$ cat src/sv/isearch_pkg.sv
// Shared constants and types for the interpolation search table.
package isearch_pkg;

  localparam int unsigned TableDepth = 1024;
  localparam int unsigned IdxW       = 10;   // table index width
  localparam int unsigned CntW       = 11;   // entry_count width
  localparam int unsigned ValW       = 32;   // entry / key width
  localparam int unsigned PosW       = 12;   // signed search bound width
  localparam int unsigned QuoW       = IdxW; // probe offset width
  localparam int unsigned ProdW      = ValW + IdxW;

  localparam logic OP_WRITE  = 1'b0;
  localparam logic OP_SEARCH = 1'b1;

  typedef enum logic [3:0] {
    ST_IDLE,
    ST_RD_LOW,
    ST_RD_HIGH,
    ST_CHECK,
    ST_DIV_GO,
    ST_DIV_WAIT,
    ST_PROBE_RD,
    ST_PROBE_CMP,
    ST_FINISH
  } state_e;

endpackage

$ cat src/sv/isearch_div.sv
// Iterative restoring divider, one quotient bit per cycle, quotient below 2**QuoW.
module isearch_div (
  input  logic                              clk_i,
  input  logic                              rst_ni,
  input  logic                              start_i,
  input  logic [isearch_pkg::ProdW-1:0]     dividend_i,
  input  logic [isearch_pkg::ValW-1:0]      divisor_i,
  output logic                              done_o,
  output logic [isearch_pkg::QuoW-1:0]      quotient_o
);

  localparam int unsigned CntBits = $clog2(isearch_pkg::QuoW + 1);

  logic [isearch_pkg::ValW-1:0] rem_q, rem_d;
  logic [isearch_pkg::QuoW-1:0] sh_q, sh_d;
  logic [isearch_pkg::ValW-1:0] dvs_q, dvs_d;
  logic [CntBits-1:0]           cnt_q, cnt_d;
  logic                         busy_q, busy_d;
  logic                         done_q, done_d;
  logic [isearch_pkg::ValW:0]   trial_w;
  logic [isearch_pkg::ValW:0]   diff_w;
  logic                         ge_w;

  assign trial_w = {rem_q, sh_q[isearch_pkg::QuoW-1]};
  assign ge_w    = (trial_w >= {1'b0, dvs_q});
  assign diff_w  = trial_w - {1'b0, dvs_q};

  always_comb begin
    rem_d  = rem_q;
    sh_d   = sh_q;
    dvs_d  = dvs_q;
    cnt_d  = cnt_q;
    busy_d = busy_q;
    done_d = 1'b0;
    if (start_i) begin
      // dividend < divisor * 2**QuoW, so the top part is already below the divisor
      rem_d  = dividend_i[isearch_pkg::ProdW-1:isearch_pkg::QuoW];
      sh_d   = dividend_i[isearch_pkg::QuoW-1:0];
      dvs_d  = divisor_i;
      cnt_d  = CntBits'(isearch_pkg::QuoW);
      busy_d = 1'b1;
    end else if (busy_q) begin
      rem_d = ge_w ? diff_w[isearch_pkg::ValW-1:0] : trial_w[isearch_pkg::ValW-1:0];
      sh_d  = {sh_q[isearch_pkg::QuoW-2:0], ge_w};
      cnt_d = cnt_q - CntBits'(1);
      if (cnt_q == CntBits'(1)) begin
        busy_d = 1'b0;
        done_d = 1'b1;
      end
    end
  end

  always_ff @(posedge clk_i or negedge rst_ni) begin
    if (!rst_ni) begin
      cnt_q  <= '0;
      busy_q <= 1'b0;
      done_q <= 1'b0;
    end else begin
      cnt_q  <= cnt_d;
      busy_q <= busy_d;
      done_q <= done_d;
    end
  end

  always_ff @(posedge clk_i) begin
    rem_q <= rem_d;
    sh_q  <= sh_d;
    dvs_q <= dvs_d;
  end

  assign done_o     = done_q;
  assign quotient_o = sh_q;

endmodule

$ cat config.mk
export PLATFORM = sky130hd
export DESIGN_NAME = isearch_div
export DESIGN_NICKNAME = d
export VERILOG_FILES = /design/src/sv/isearch_pkg.sv /design/src/sv/isearch_div.sv
export SDC_FILE = /design/constraint.sdc
export NUM_CORES = 1
export LEC_CHECK = 0
export ABC_AREA = 1
export ABC_CLOCK_PERIOD_IN_PS = 4900
export BUFFER_PORTS_ARGS = -buffer_cell sky130_fd_sc_hd__buf_4
export CAP_MARGIN = 20
export CORE_ASPECT_RATIO = 1.4
export CORE_MARGIN = 3
export CORE_UTILIZATION = 40
export CTS_CLUSTER_SIZE = 8
export DETAILED_ROUTE_END_ITERATION = 10
export MAX_ROUTING_LAYER = met4
export PLACE_DENSITY = 0.64
export SETUP_SLACK_MARGIN = 0.4
export SLEW_MARGIN = 10
export SYNTH_ARGS = -nofsm -noshare
export SYNTH_HDL_FRONTEND = slang
export SYNTH_SLANG_ARGS = --single-unit
$ cat constraint.sdc
create_clock -name clk_i -period 4.9 [get_ports clk_i]
set_input_delay 0.49 -clock clk_i [delete_from_list [all_inputs] [get_ports clk_i]]
set_output_delay 0.49 -clock clk_i [all_outputs]
set_load 0.02 [all_outputs]
==> results of run 1 <==
-- state kept, by name (all words and copies together), names as in the netlist --
| signal | cells |
|---|---|
| busy_q | 1 |
| cnt_q | 4 |
| done_o | 1 |
| dvs_q | 32 |
| quotient_o | 10 |
| rem_q | 32 |
-- synth_stat cells, types with 5 or more instances --
library cell  instances
a21oi_1              19
xnor2_1              13
nor2_1               42
inv_2                 5
edfxtp_1             74
nand3_1              65
inv_1               161
ha_1                 34
nand3_2               6
nand4_1              11
o21ai_0               7
nand3b_1             26
clkbuf_1             10
nor2_2                6
nand2_1             370
dfrtp_1               6
nand2_2               7
-- cell families (layout without fill, tap and decap cells) --
kind of cell	after synthesis	in the layout
buf+inv	185	274
xor+xnor	14	14
fa+ha+maj	35	35
flops	80	80
simple gates	542	542
compound gates	29	29
-- power breakdown --
part           internal [mW]  switching, mW  total, mW  leakage (nW)
clock network          0.386          0.306      0.692         0.152
logic                  0.849           1.47       2.32          3.00
registers              0.966         0.0920       1.06         0.836
-- per-stage QoR --
step	util, %	hold WS (ns)
floorplan	-	0.1944
global placement	46.37	0.3031
detailed placement	46.37	0.3029
CTS	48.48	0.2963
global route	48.62	0.2994
finish	48.62	0.3095
-- critical path, stage by stage, from the launching register on --
cell and delay (ns):
edfxtp_1 0.40, ha_1 0.37, nand2_1 0.14, inv_1 0.05, nand2_1 0.06, nand3_1 0.09, nand2_1 0.08, nand2_1 0.09
inv_1 0.09, nand2_2 0.07, nand2_2 0.54, nand2_4 0.43, nand2_1 0.25, nand2_1 0.07, nand2_1 0.06, nand2_1 0.05
-- area by class of cell --
type / count / area [um2] / share of cell area [%]
Clock buffer: 10 / 250.2 / 3.419
Clock inverter: 6 / 57.56 / 0.7865
Inverter: 166 / 623.1 / 8.514
Multi-Input combinational cell: 620 / 3069 / 41.94
Sequential cell: 80 / 2372 / 32.42
Tap cell: 192 / 240.2 / 3.283
Timing Repair Buffer: 92 / 705.7 / 9.643
-- layer usage --
metal | GRT usage (%) | share of wire (%) | wire (um)
met5 | - | 0 | 0
met4 | 6.221 | 2.1 | 327
met3 | 2.693 | 3.6 | 569
met2 | 35.10 | 51 | 8095
met1 | 22.88 | 44 | 6949
-- timing repair --
action / 4_1_cts / 5_1_grt
endpoints found under the hold margin: 6 / 0
hold buffers: 1 / 0
buffers inserted: 0 / 0
-- worst paths after layout --
kind,to,slack [ns],depth (start not counted)
worst max-delay path,rem_q[31],1.78,15
worst min-delay path,dvs_q[3],0.31,1
worst max register to register,rem_q[31],1.78,15
worst min register to register,done_o,0.47,1
max in group asynchronous,cnt_q[2],4.31,2
min in group asynchronous,cnt_q[0],0.47,2
==> impl_metrics.toml, run 1 <==
[synthesis]
synth_fa_ha_area_share_pct = 7.217
synth-edff-count = 74
ys_seq_area_share_pct = 38.44
synth_cell_type_count = 31
ys_ff_latch = 80
netlist_area_um2 = 6172
ys_top_cells_by_area = "edfxtp_1 36%, nand2_1 23%, inv_1 9.8%"
synth_compound_area_share_pct = 2.473
synth_top_family_by_area = "simple AND/OR/NAND/NOR gates"
synthXorXnorAreaFrac_pct = 1.987
syn_nets = 997
synth-simple-area-share_pct = 38.01
synth-async-reset-ratio_pct = 7.500
synthMuxAreaShare_pct = 0
synthFlopType = "edfxtp_1"
yosys_warnings = 0
synth_area_per_cell_um2 = 6.974
synth_top_area_share_pct = 36.00
yosysTopAreaCell = "edfxtp_1"
syn_inst = 885

[timing]
drv_slew = 0
timing.slew.headroom_pct = 43.70
fin_ws_ns = 1.784
setup_viol = 0
period_minus_slack_ns = 3.116
finalClockSkew_ns = 0.01000
worst_pin_slew_ns = 0.8446
setup_tns_ns = 0
hold_viol = 0
fin_crit_sh_pct = 63.59
clock.fmax_mhz = 320.9
rsz0062_at_grt = "false"

[route]
routed_wirelength_mm = 15.94
vias_per_cell = 4.739
vias = 5526
drt_iter0_markers = 206
drc_errors = 0
dr.pass1.iters = 4
antenna_left = 0
routedWlPerCell_um = 13.67

[critical_path]
setup.worst_path.start = "rem_q[11]"
crit_arrival_ns = 3.22
critPathMaxFanout = 33
worstSetupStartpointType = "flop"
worstSetupPathType = "reg -> reg"
r2r-start = "rem_q[11]"
critPathRequiredTime_ns = 5.00
critPathCaptureType = "flop"

[min_path]
hp-class = "in -> reg"
min_from = "divisor_i[3]"

[placed_design]
dp_slack_ns = 1.727
hpwl_mm = 12.27
placed_area_um2 = 6980
portBuffers = 87
dp_cells = 1148
finalWeightedCongestion = 1.028

[clocking]
ctsResizeCount = 0
cts_max_path_buffers = 2
root_buffer = "clkbuf_16"
cts_tree = "yes"
clock_sinks = 80
numCtsBuffers = 9
clk_pin_slew_ns = 0.07
htreeDepth = 3
clk_latency_ns = 0.35

[floorplan]
start_util_pct = 41.00
core-area_um2 = 15050
num_io_pins = 88
die_y_um = 153.0
die_area_um2 = 16980
rows = 53
die-width_um = 111.0

[global_routing]
grt_max_degree = 77
grt_overflow = 0
grt_first_pass_wirelength_mm = 26.59
antenna_found_initial = 0
grt_usage_pct = 19.70
grt_pass1_vias = 5485

[run_status]
outcome = "finished clean"

[layout]
area_delta_synth_final_pct = 18.57
drive_above_1_share_pct = 13.96
final_cell_mix = "369 x nand2_1, 161 x inv_1, 90 x buf_4"
final_cells = 1166
fill_cells = 1575
layout.nets = 1081
final_cell_area_um2 = 7318
mostFrequentLayoutCell = "nand2_1"
n_antenna_cell = 0

[power_and_ir_drop]
p_total_mw = 4.066
p_leak_nw = 3.989
peakVddDrop_mv = 0.3017
p_per_area_nw_per_um2 = 555.6

[flow_run]
cap_violations = 0
No activity file was read; power rests on OpenSTA's default activity.
==> run 2, diff against run 1 <==
--- a/config.mk
+++ b/config.mk
@@ -6,7 +6,7 @@
 export NUM_CORES = 1
 export LEC_CHECK = 0
 export ABC_AREA = 1
-export ABC_CLOCK_PERIOD_IN_PS = 4900
+export ABC_CLOCK_PERIOD_IN_PS = 3000
 export BUFFER_PORTS_ARGS = -buffer_cell sky130_fd_sc_hd__buf_4
 export CAP_MARGIN = 20
 export CORE_ASPECT_RATIO = 1.4
==> constraint.sdc (replaced) <==
create_clock -name clk_i -period 3 [get_ports clk_i]
set_input_delay 0.3 -clock clk_i [delete_from_list [all_inputs] [get_ports clk_i]]
set_output_delay 0.3 -clock clk_i [all_outputs]
set_load 0.02 [all_outputs]
==> impl_metrics.toml, run 2 (synthesis results as in run 1) <==
[run_status]
outcome = "finished clean"

[route]
routedWlPerCell_um = 13.82
dr.pass1.iters = 4
antenna_left = 0
vias = 5506
drc_errors = 0
vias_per_cell = 4.702
routed_wirelength_mm = 16.18
drt_iter0_markers = 247

[global_routing]
grt_max_degree = 77
grt_pass1_vias = 5433
grt_first_pass_wirelength_mm = 26.54
grt_overflow = 0
antenna_found_initial = 0
grt_usage_pct = 19.91

[clocking]
clk_pin_slew_ns = 0.07
post_cts_buffers = 0
root_buffer = "clkbuf_16"
numCtsBuffers = 9
htreeDepth = 3
cts_tree = "yes"
clk_latency_ns = 0.35
clock_sinks = 80
cts_max_path_buffers = 2

[timing]
whs_ns = 0.1175
setup_viol = 0
fin_crit_sh_pct = 81.35
rsz0062_at_grt = "true"
timing.slew.headroom_pct = 44.39
fin_ws_ns = 0.5595
finalClockSkew_ns = 0.01155
hold_viol = 0
setup_tns_ns = 0
clock.fmax_mhz = 409.8
worst_pin_slew_ns = 0.8342
drv_slew = 0
period_minus_slack_ns = 2.440

[power_and_ir_drop]
p_comb_share_pct = 58.3
p_sw_share_pct = 46.05
p_leak_nw = 4.001
pwr-share-seq_pct = 25.7
p_total_mw = 6.709
p_per_area_nw_per_um2 = 910.0
peakVddDrop_mv = 0.3818
p_switching_mw = 3.089
clkPwrFrac_pct = 16.1
intPower_mw = 3.619

[floorplan]
die_area_um2 = 16980
die_y_um = 153.0
rows = 53
start_util_pct = 41.00
core-area_um2 = 15050
num_io_pins = 88
die-width_um = 111.0

[layout]
drive_above_1_share_pct = 15.12
final_cell_area_um2 = 7372
final_cell_mix = "368 x nand2_1, 161 x inv_1, 93 x buf_4"
regArea_um2 = 2372
n_antenna_cell = 0
multi_input_comb_area_um2 = 3092
utilization_pct = 48.97
area_delta_synth_final_pct = 19.44
final_cells = 1171
fill_cells = 1598
layout.nets = 1086
mostFrequentLayoutCell = "nand2_1"

[critical_path]
critPathCaptureType = "flop"
critPathMaxFanout = 4
worst_path_most_repeated_cell = "nand2_1"
crit_arrival_ns = 2.55
crit_path_cell_trace = "inv_1, ha_1, inv_1, fa_2, nand3_1, nand3_2, nand2_1, nand2_1, nand2_1, nand2_1, nand2_1, nand2_1, nand2_1, nand3_2, nand2_1, nand2_1"
crit_path_top_delay_cell = "edfxtp_1"
critPathMaxStageDelay_ns = 0.38
critPathRequiredTime_ns = 3.11
worstSetupStartpointType = "flop"
worstSetupPathType = "reg -> reg"

[placed_design]
dp_cells = 1154
portBuffers = 87
dp_slack_ns = 0.4518
finalWeightedCongestion = 0.9548
placed_area_um2 = 7051
hpwl_mm = 12.83

[flow_run]
cap_violations = 0

[min_path]
hp-class = "in -> reg"
-- run 2: cell count changes in the layout (fill, tap and decap cells not counted), sizes merged --
cell      change
buf           +5
clkinv        -3
clkinvlp      +3
clkbuf        -1
inv           +1
-- run 2: final timing paths --
check,startpoint,slack (ns),cells after the start,to
setup / recovery,quotient_o[9],0.56,16,rem_q[28]
hold / removal,divisor_i[2],0.12,1,dvs_q[2]
setup reg to reg,quotient_o[9],0.56,16,rem_q[28]
hold reg to reg,cnt_q[2],0.46,1,done_o
max in group asynchronous,rst_ni,2.61,2,cnt_q[3]
min in group asynchronous,rst_ni,0.28,2,cnt_q[1]
-- run 2: power groups by stage --
stage | logic (mW) | registers, mW | clock network (mW)
finish | 3.91 | 1.72 | 1.08
floorplan | 2.93 | 1.72 | 0
CTS | 3.92 | 1.72 | 1.11
detailed placement | 3.90 | 1.73 | 0
global placement | 3.86 | 1.74 | 0
global route | 4.47 | 1.76 | 1.16
-- run 2: critical path: cells and delay by family, from the launching register on --
kind	cells	cell delay, ns
and+or+nand+nor	12	1.12
adders and majority gates	2	0.54
buffers and inverters	2	0.17
DFF	1	0.38
-- run 2: timing repair --
| action | CTS | global route |
|---|---|---|
| hold buffers | 1 | 0 |
| setup endpoints to repair | 0 | 18 |
| hold endpoints to repair | 6 | 0 |
| resized for setup | 0 | 8 |
-- run 2: layout make-up --
type | count | share of cell area [%]
Timing Repair Buffer | 97 | 10.30
Multi-Input combinational cell | 620 | 41.94
Inverter | 166 | 8.452
Tap cell | 192 | 3.259
Sequential cell | 80 | 32.18
Clock buffer | 9 | 3.055
Clock inverter | 7 | 0.8147
-- run 2: metal layers --
metal  GRT usage, %  vias up  wire [um]
li1               -     2935          -
met1          23.40     2473       7040
met2          35.47       89       8393
met3          3.168        9        564
met4          4.988        0        184
met5              -        -          0
==> run 3, diff against run 2 <==
--- a/config.mk
+++ b/config.mk
@@ -6,7 +6,7 @@
 export NUM_CORES = 1
 export LEC_CHECK = 0
 export ABC_AREA = 1
-export ABC_CLOCK_PERIOD_IN_PS = 3000
+export ABC_CLOCK_PERIOD_IN_PS = 2060
 export BUFFER_PORTS_ARGS = -buffer_cell sky130_fd_sc_hd__buf_4
 export CAP_MARGIN = 20
 export CORE_ASPECT_RATIO = 1.4
@@ -15,7 +15,7 @@
 export CTS_CLUSTER_SIZE = 8
 export DETAILED_ROUTE_END_ITERATION = 10
 export MAX_ROUTING_LAYER = met4
-export PLACE_DENSITY = 0.64
+export PLACE_DENSITY = 0.66
 export SETUP_SLACK_MARGIN = 0.4
 export SLEW_MARGIN = 10
 export SYNTH_ARGS = -nofsm -noshare
==> constraint.sdc (replaced) <==
create_clock -name clk_i -period 2.06 [get_ports clk_i]
set_input_delay 0.206 -clock clk_i [delete_from_list [all_inputs] [get_ports clk_i]]
set_output_delay 0.206 -clock clk_i [all_outputs]
set_load 0.02 [all_outputs]
==> impl_metrics.toml, run 3 (synthesis results as in run 1) <==
[power_and_ir_drop]
p_total_mw = 13.16
p_sw_share_pct = 42.30
p_per_area_nw_per_um2 = 1447
p_leak_nw = 4.692
pwr-share-seq_pct = 20.3
peakVddDrop_mv = 0.5874
p_switching_mw = 5.566
clkPwrFrac_pct = 12.7
intPower_mw = 7.594
p_comb_share_pct = 67.0

[timing]
worst_pin_slew_ns = 0.3644
rsz0062_at_grt = "true"
hold_viol = 0
fin_ws_ns = -0.2452
setup_viol = 33
drv_slew = 0
finalClockSkew_ns = 0.009819
fin_crit_sh_pct = 111.9
setup_tns_ns = -6.687
clock.fmax_mhz = 433.8
period_minus_slack_ns = 2.305
timing.slew.headroom_pct = 75.71

[floorplan]
die-width_um = 111.0
die_area_um2 = 16980
core-area_um2 = 15050
num_io_pins = 88
start_util_pct = 41.00
rows = 53
die_y_um = 153.0

[run_status]
violations = "negative setup slack"
outcome = "complete, but fails checks"

[clocking]
root_buffer = "clkbuf_16"
cts_max_path_buffers = 2
clock_sinks = 80
htreeDepth = 3
numCtsBuffers = 9
clk_pin_slew_ns = 0.07
cts_tree = "yes"
clk_latency_ns = 0.36

[min_path]
whs_path_depth = 1
whs_endpoint = "dvs_q[17]"
hp-class = "in -> reg"
min_from = "divisor_i[17]"

[layout]
mostFrequentLayoutCell = "nand2_1"
final_cell_mix = "330 x nand2_1, 199 x buf_4, 148 x inv_1"
layout.nets = 1205
final_cell_area_um2 = 9094
utilization_pct = 60.41
final_cells = 1290
area_delta_synth_final_pct = 47.33
drive_above_1_share_pct = 33.88
n_antenna_cell = 0

[critical_path]
r2r-end = "rem_q[17]"
critPathRequiredTime_ns = 2.18
reg2reg_depth = 12
r2r-start = "rem_q[19]"
critPathCaptureType = "flop"
critPathMaxFanout = 12
crit_arrival_ns = 2.43
worstSetupStartpointType = "flop"
reg2reg_slack_ns = -0.25
worstSetupPathType = "reg -> reg"

[route]
routedWlPerCell_um = 14.79
drt_iter0_markers = 326
dr.pass1.iters = 4
antenna_left = 0
vias_per_cell = 4.783
routed_wirelength_mm = 19.08
drc_errors = 0
vias = 6170

[placed_design]
placed_area_um2 = 8290
portBuffers = 87
finalWeightedCongestion = 0.9573
dp_cells = 1251
hpwl_mm = 14.73

[global_routing]
grt_overflow = 0
grt_pass1_vias = 6261
antenna_found_initial = 0
grt_max_degree = 77
grt_usage_pct = 23.16
grt_first_pass_wirelength_mm = 30.54

[flow_run]
cap_violations = 0
## run 3: cell types whose count changed in the layout (fill, tap and decap cells not counted), sizes merged
cell	previous run	this run
clkbuf	9	12
clkinv	0	1
clkinvlp	3	1
buf	96	213
## run 3: metal layers
metal | wire [um] | part of all wire (%) | track usage [%]
met4 | 497 | 2.6 | 8.392
met2 | 10010 | 52 | 41.75
met5 | 0 | 0 | -
met3 | 723 | 3.8 | 3.762
met1 | 7854 | 41 | 25.64
## run 3: worst max path at each step
| stage | slack [ns] | to | cells past startpoint | startpoint |
|---|---|---|---|---|
| floorplan | -0.09 | rem_q[28] | 16 | quotient_o[9] |
| global placement | -0.27 | rem_q[15] | 11 | rem_q[19] |
| detailed placement | -0.22 | rem_q[28] | 16 | quotient_o[9] |
| CTS | -0.15 | rem_q[27] | 15 | rem_q[19] |
| global route | -0.33 | rem_q[30] | 15 | rem_q[19] |
| finish | -0.25 | rem_q[17] | 12 | rem_q[19] |
## run 3: critical path, cell delays in order, from the launching register on
cell and delay, ns:
edfxtp_1 0.47, ha_4 0.32, nand2_4 0.08, inv_2 0.04, nand2_2 0.07, nand2_2 0.08
a21oi_4 0.14, nor2_2 0.07, nor2_4 0.24, buf_4 0.27, nand3b_1 0.13, nand3_1 0.10
nand2_1 0.05
## run 3: area by class of cell
| type | count | area [um2] |
|---|---|---|
| Sequential cell | 80 | 2372 |
| Inverter | 166 | 623.1 |
| Clock buffer | 10 | 250.2 |
| Multi-Input combinational cell | 620 | 3772 |
| Fill cell | 1389 | 5959 |
| Tap cell | 192 | 240.2 |
| Clock inverter | 6 | 56.30 |
| Timing Repair Buffer | 216 | 1779 |
## run 3: timing repair
item	in CTS	in global routing
hold buffers	1	0
pin swaps	3	28
buffers inserted	8	9
gates cloned	2	3
setup endpoints to repair	33	33
hold endpoints to repair	6	0
gates resized for setup	31	43
## run 3: power groups by stage
| stage | Sequential [mW] | Clock, mW | Combinational [mW] |
|---|---|---|---|
| floorplan | 2.65 | 0 | 4.91 |
| global placement | 2.67 | 0 | 7.60 |
| CTS | 2.66 | 1.71 | 8.28 |
| finish | 2.67 | 1.67 | 8.82 |
| global route | 2.71 | 1.77 | 9.77 |
| detailed placement | 2.69 | 0 | 7.68 |
## run 3: through the flow
| stage | hold WS [ns] | setup slack (ns) |
|---|---|---|
| after floorplan | -0.08959 | -0.08788 |
| after global placement | 0.01797 | -0.2732 |
| after detailed placement | 0.01848 | -0.2196 |
| after CTS | 0.009193 | -0.1486 |
| after global routing | 0.01015 | -0.3286 |
| final | 0.01756 | -0.2452 |
